--- config.mk ---
export PLATFORM = sky130hd
export DESIGN_NAME = iahist_div
export DESIGN_NICKNAME = d
export VERILOG_FILES = /design/src/design/iahist_pkg.sv /design/src/design/iahist_div.sv
export SDC_FILE = /design/constraint.sdc
export NUM_CORES = 1
export LEC_CHECK = 0
export ABC_AREA = 1
export BUFFER_PORTS_ARGS = -buffer_cell sky130_fd_sc_hd__buf_2
export CORE_MARGIN = 1
export CORE_UTILIZATION = 45
export DETAILED_ROUTE_END_ITERATION = 8
export HOLD_SLACK_MARGIN = 0.08
export PLACE_DENSITY = 0.67
export SLEW_MARGIN = 40
export SYNTH_ARGS = -nofsm -noshare
export SYNTH_HDL_FRONTEND = slang
export SYNTH_SLANG_ARGS = --single-unit
--- constraint.sdc ---
create_clock -name clk -period 1.8 [get_ports clk]
set_input_delay 0.45 -clock clk [delete_from_list [all_inputs] [get_ports clk]]
set_output_delay 0.45 -clock clk [all_outputs]
set_load 0.02 [all_outputs]
--- src/design/iahist_pkg.sv ---
package iahist_pkg;

	// histogram geometry
	localparam int NUM_BINS   = 1024;
	localparam int ADDR_BITS  = $clog2(NUM_BINS);
	localparam int COUNT_BITS = 32;

	// fixed field widths
	localparam int BIN_W       = 10;
	localparam int COUNT_W     = 32;
	localparam int SEC_BITS    = 32;
	localparam int MICRO_BITS  = 20;
	localparam int BUCKET_BITS = 20;

	// seconds * 1e6 + micros always fits in 52 bits
	localparam int TIME_BITS     = 52;
	// ceiling numerator: gap below one second plus bucket size minus one
	localparam int DIV_BITS      = 21;
	localparam int DIV_STEP_BITS = $clog2(DIV_BITS + 1);

	localparam logic [MICRO_BITS-1:0] USEC_PER_SEC = 20'd1000000;

	// header constants
	localparam logic [7:0] PROTO_TCP     = 8'd6;
	localparam logic [7:0] FLAG_SYN_ONLY = 8'h02;
	localparam logic [3:0] MIN_HDR_WORDS = 4'd5;
	localparam logic [3:0] VER_IPV4      = 4'd4;
	localparam logic [3:0] VER_IPV6      = 4'd6;

	typedef enum logic [3:0] {
		ST_RECORDED    = 4'd0,
		ST_FIRST       = 4'd1,
		ST_BAD_IP_LEN  = 4'd2,
		ST_NOT_TCP     = 4'd3,
		ST_V6_IGNORED  = 4'd4,
		ST_BAD_VERSION = 4'd5,
		ST_BAD_TCP_LEN = 4'd6,
		ST_NOT_SYN     = 4'd7,
		ST_BACKWARDS   = 4'd8,
		ST_READ        = 4'd9
	} status_t;

	typedef enum logic [3:0] {
		CTL_CLEAR,
		CTL_IDLE,
		CTL_MUL,
		CTL_ADD,
		CTL_CMP,
		CTL_GAP,
		CTL_DIV,
		CTL_LOOKUP,
		CTL_UPDATE,
		CTL_DONE
	} ctl_state_t;

	typedef struct packed {
		logic                   start;
		logic [DIV_BITS-1:0]    num;
		logic [BUCKET_BITS-1:0] den;
	} div_req_t;

	typedef struct packed {
		logic                done;
		logic [DIV_BITS-1:0] quot;
	} div_rsp_t;

	typedef struct packed {
		logic                 valid;
		logic                 incr;
		logic [ADDR_BITS-1:0] addr;
	} store_req_t;

	typedef struct packed {
		logic                  ready;
		logic                  done;
		logic [COUNT_BITS-1:0] count;
	} store_rsp_t;

endpackage

--- src/design/iahist_div.sv ---
module iahist_div (
	input  logic                 clk,
	input  logic                 arst_n,
	input  iahist_pkg::div_req_t req,
	output iahist_pkg::div_rsp_t rsp
);
	import iahist_pkg::*;

	logic                     busy_q;
	logic                     done_q;
	logic [DIV_STEP_BITS-1:0] step_q;
	logic [DIV_BITS-1:0]      num_q;
	logic [DIV_BITS-1:0]      rem_q;
	logic [DIV_BITS-1:0]      quot_q;
	logic [BUCKET_BITS-1:0]   den_q;

	logic [DIV_BITS-1:0] rem_shift;
	logic [DIV_BITS:0]   trial;
	logic                fits;

	// one restoring step: bring down the next numerator bit, try the subtract
	always_comb begin
		rem_shift = {rem_q[DIV_BITS-2:0], num_q[DIV_BITS-1]};
		trial     = {1'b0, rem_shift} - {{(DIV_BITS + 1 - BUCKET_BITS){1'b0}}, den_q};
		fits      = !trial[DIV_BITS];
	end

	// sequence the steps, pulse done after the last one
	always_ff @(posedge clk or negedge arst_n) begin
		if (!arst_n) begin
			busy_q <= 1'b0;
			done_q <= 1'b0;
			step_q <= '0;
		end else begin
			done_q <= 1'b0;
			if (req.start) begin
				busy_q <= 1'b1;
				step_q <= '0;
			end else if (busy_q) begin
				step_q <= step_q + DIV_STEP_BITS'(1);
				if (step_q == DIV_STEP_BITS'(DIV_BITS - 1)) begin
					busy_q <= 1'b0;
					done_q <= 1'b1;
				end
			end
		end
	end

	// datapath
	always_ff @(posedge clk) begin
		if (req.start) begin
			num_q  <= req.num;
			den_q  <= req.den;
			rem_q  <= '0;
			quot_q <= '0;
		end else if (busy_q) begin
			num_q  <= {num_q[DIV_BITS-2:0], 1'b0};
			rem_q  <= fits ? trial[DIV_BITS-1:0] : rem_shift;
			quot_q <= {quot_q[DIV_BITS-2:0], fits};
		end
	end

	assign rsp.done = done_q;
	assign rsp.quot = quot_q;

endmodule

==> qor.csv <==
metric,value,unit
failing checks,negative setup slack,
Port Buf Inserts,65,
HP Start,req[17],
post-route ant nets,0,
IO Pins,66,
GPL Wtd Cong,0.968,
Synth Net Count,729,
setup TNS,-2.50,ns
Max clock buf depth,2,
"area leader, netlist",edfxtp_1,
max cap viols,0,
Max Freq,0.500,GHz
mapped cell area,4920,sq um
post-synthesis sequential area ratio,45.3,%
Synth area leaders,"edfxtp_1, nand2_1, dfxtp_1, inv_1, ha_1",
unrepaired setup endpoints after global routing,true,
core area,10500,sq um
Synth cell types,35,
"FF+latch count, synth",89,
DIE WIDTH,107,microns
final hold violation count,0,
wire per inst,13.0,microns
fin crit share,111,%
clock sinks,89,
Critical Path Sink Type,register,
YS warnings,0,
clk_lat worst skew,0.38,ns
start point of the critical path,den_q[12],
"Max FO, Critical Path",5,
setup slack after layout,-0.198,ns
n_diodes,0,
post-synthesis cell count,662,
area grow syn2layout,38.6,%
"Power, Total",6.96,mW
"most common cell after layout, fill and taps aside",nand2_1,
Slew HR,77.5,%
crit path time final,2.00,ns
status,"finished, violations left",
WS Path Type,reg -> reg,
NumNets Final,892,
Via density,4.77,
endpoints failing setup,20,
ratio of cells with drive above 1 in the final layout,35.1,%
H-tree lvl count,3,
Initial Utilization,47.0,%
"commonest cells after routing, fill and taps aside","nand2_1, inv_1, buf_4, buf_2, nor2_1",
Initial DRC Count,152,
Hold Path Class,in -> reg,
Slew @ Worst Pin,0.337,ns
Pleak,3.39,nW
origin of the critical flop-to-flop path,den_q[12],
vias in the first global route,4499,
crit path DAT,2.27,ns
post-synth top area share,25.0,%
GRT Resource Usage Total,23.0,%
clock skew,0.0123,ns
first-pass GRT wire length,20.4,mm
DP HPWL,8.90,mm
Worst setup SP type,register,
num rows,37,
Die Height,107,microns
drt drc,0,
full die area,11300,sq um
Post-Route WL,12.6,mm
Mean Syn Cell Area,7.43,sq um
Final Util,65.1,%
pin count of the biggest net entering global routing,25,
vias post-DR,4607,
pwr/cell area,1020,nW/um^2
Worst EP required,2.07,ns
"Clk pin slew, worst setup/hold paths",0.10,ns
GR Overflow Total,0,
First-pass DRT Iterations,5,
cts bufs inserted,9,
Root Buffer,clkbuf_8,
maximum vdd drop,0.733,mV
Pins Over Slew Limit,0,
TritonCTS clock tree,done,
initial antenna violation count,0,
[cell usage after synthesis]
cell type	number
nand4_1	6
nand4_2	1
or2_2	1
and2_1	1
clkinv_1	3
buf_1	2
nand3b_1	4
nor3_1	5
o21bai_1	1
nor2_2	2
ha_1	22
clkbuf_1	8
o21ai_0	10
nor2_1	62
dfxtp_1	41
nand3_1	27
xor2_1	6
fa_1	1
dfrtp_1	7
inv_1	120
buf_4	2
nand2_2	5
nand2_1	226
edfxtp_1	41
o22ai_1	18
o211ai_1	3
nor2_4	2
a21oi_2	2
buf_2	2
and3_1	1
o21ai_1	3
nand3_2	5
a21oi_1	19
buf_6	2
nand3_4	1
[path summary, 6_finish.rpt]
kind | slack, ns | end | cells after the start
min in group asynchronous | 0.45 | step_q[3] | 2
min reg2reg | 0.47 | step_q[3] | 1
min | 0.24 | den_q[17] | 1
max in group asynchronous | 1.18 | step_q[2] | 2
max | -0.20 | rem_q[0] | 12
max reg2reg | -0.20 | rem_q[0] | 12
[kinds of logic after synthesis]
| family | synth area share, % |
|---|---|
| flip-flops | 45.3 |
| XOR/XNOR | 1.07 |
| AO/OA/AOI/OAI | 6.52 |
| adder cells (fa/ha/maj) | 6.01 |
| buffers and inverters | 11.1 |
| AND/OR/NAND/NOR | 30.0 |
[layer usage]
| metal | wire (microns) | GRT usage (%) |
|---|---|---|
| met1 | 5450 | 28.6 |
| met2 | 5950 | 38.8 |
| met4 | 324 | 8.71 |
| met3 | 833 | 5.40 |
| met5 | 0 | 0 |
[state kept, by name, indices dropped and copies added, names as in the netlist]
| register | cells |
|---|---|
| den_q | 20 |
| step_q | 5 |
| num_q | 21 |
| rem_q | 20 |
| quot_q | 21 |
| busy_q | 1 |
| done_q | 1 |
[critical path: stages (launching register included)]
cell      delay [ns]
edfxtp_1        0.39
inv_2           0.08
ha_4            0.21
nand2_1         0.06
nand2_1         0.10
a21oi_2         0.18
nand2_2         0.10
nand2_2         0.12
nand3_4         0.11
buf_12          0.17
buf_12          0.13
o211ai_1        0.16
o21ai_1         0.08
[area by class of cell]
| type | instances | area, sq um |
|---|---|---|
| clock buffer | 10 | 149 |
| clock inverter | 6 | 65.1 |
| fill | 908 | 3650 |
| inverter | 123 | 467 |
| multi-input combinational | 434 | 2570 |
| sequential | 89 | 2230 |
| tap | 136 | 170 |
| timing repair buffer | 168 | 1160 |
[power by group]
part	leakage [nW]	internal (mW)	total, mW	switching (mW)
Combinational	2.43	1.47	3.03	1.56
Clock	0.109	0.630	1.48	0.848
Sequential	0.848	2.32	2.45	0.136
Total	3.39	4.42	6.96	2.55
[stage by stage]
stage	cell area, sq um	setup slack, ns	instances	hold slack [ns]
final	6810	-0.198	966	0.238
after floorplan	4920	0.00491	662	0.154
after detailed placement	6000	-0.175	933	0.296
after global placement	6000	-0.148	933	0.289
after global routing	6810	-0.304	966	0.220
after CTS	6570	-0.115	962	0.223
[what timing repair did]
item | 4_1_cts | 5_1_grt
setup endpoints to repair | 21 | 21
cloned | 1 | 0
pin swaps | 19 | 38
hold buffers | 1 | 0
hold endpoints to repair | 7 | 0
resized for setup | 49 | 66
buffers inserted | 11 | 5
Note: power is estimated with default switching activity, not from simulation.
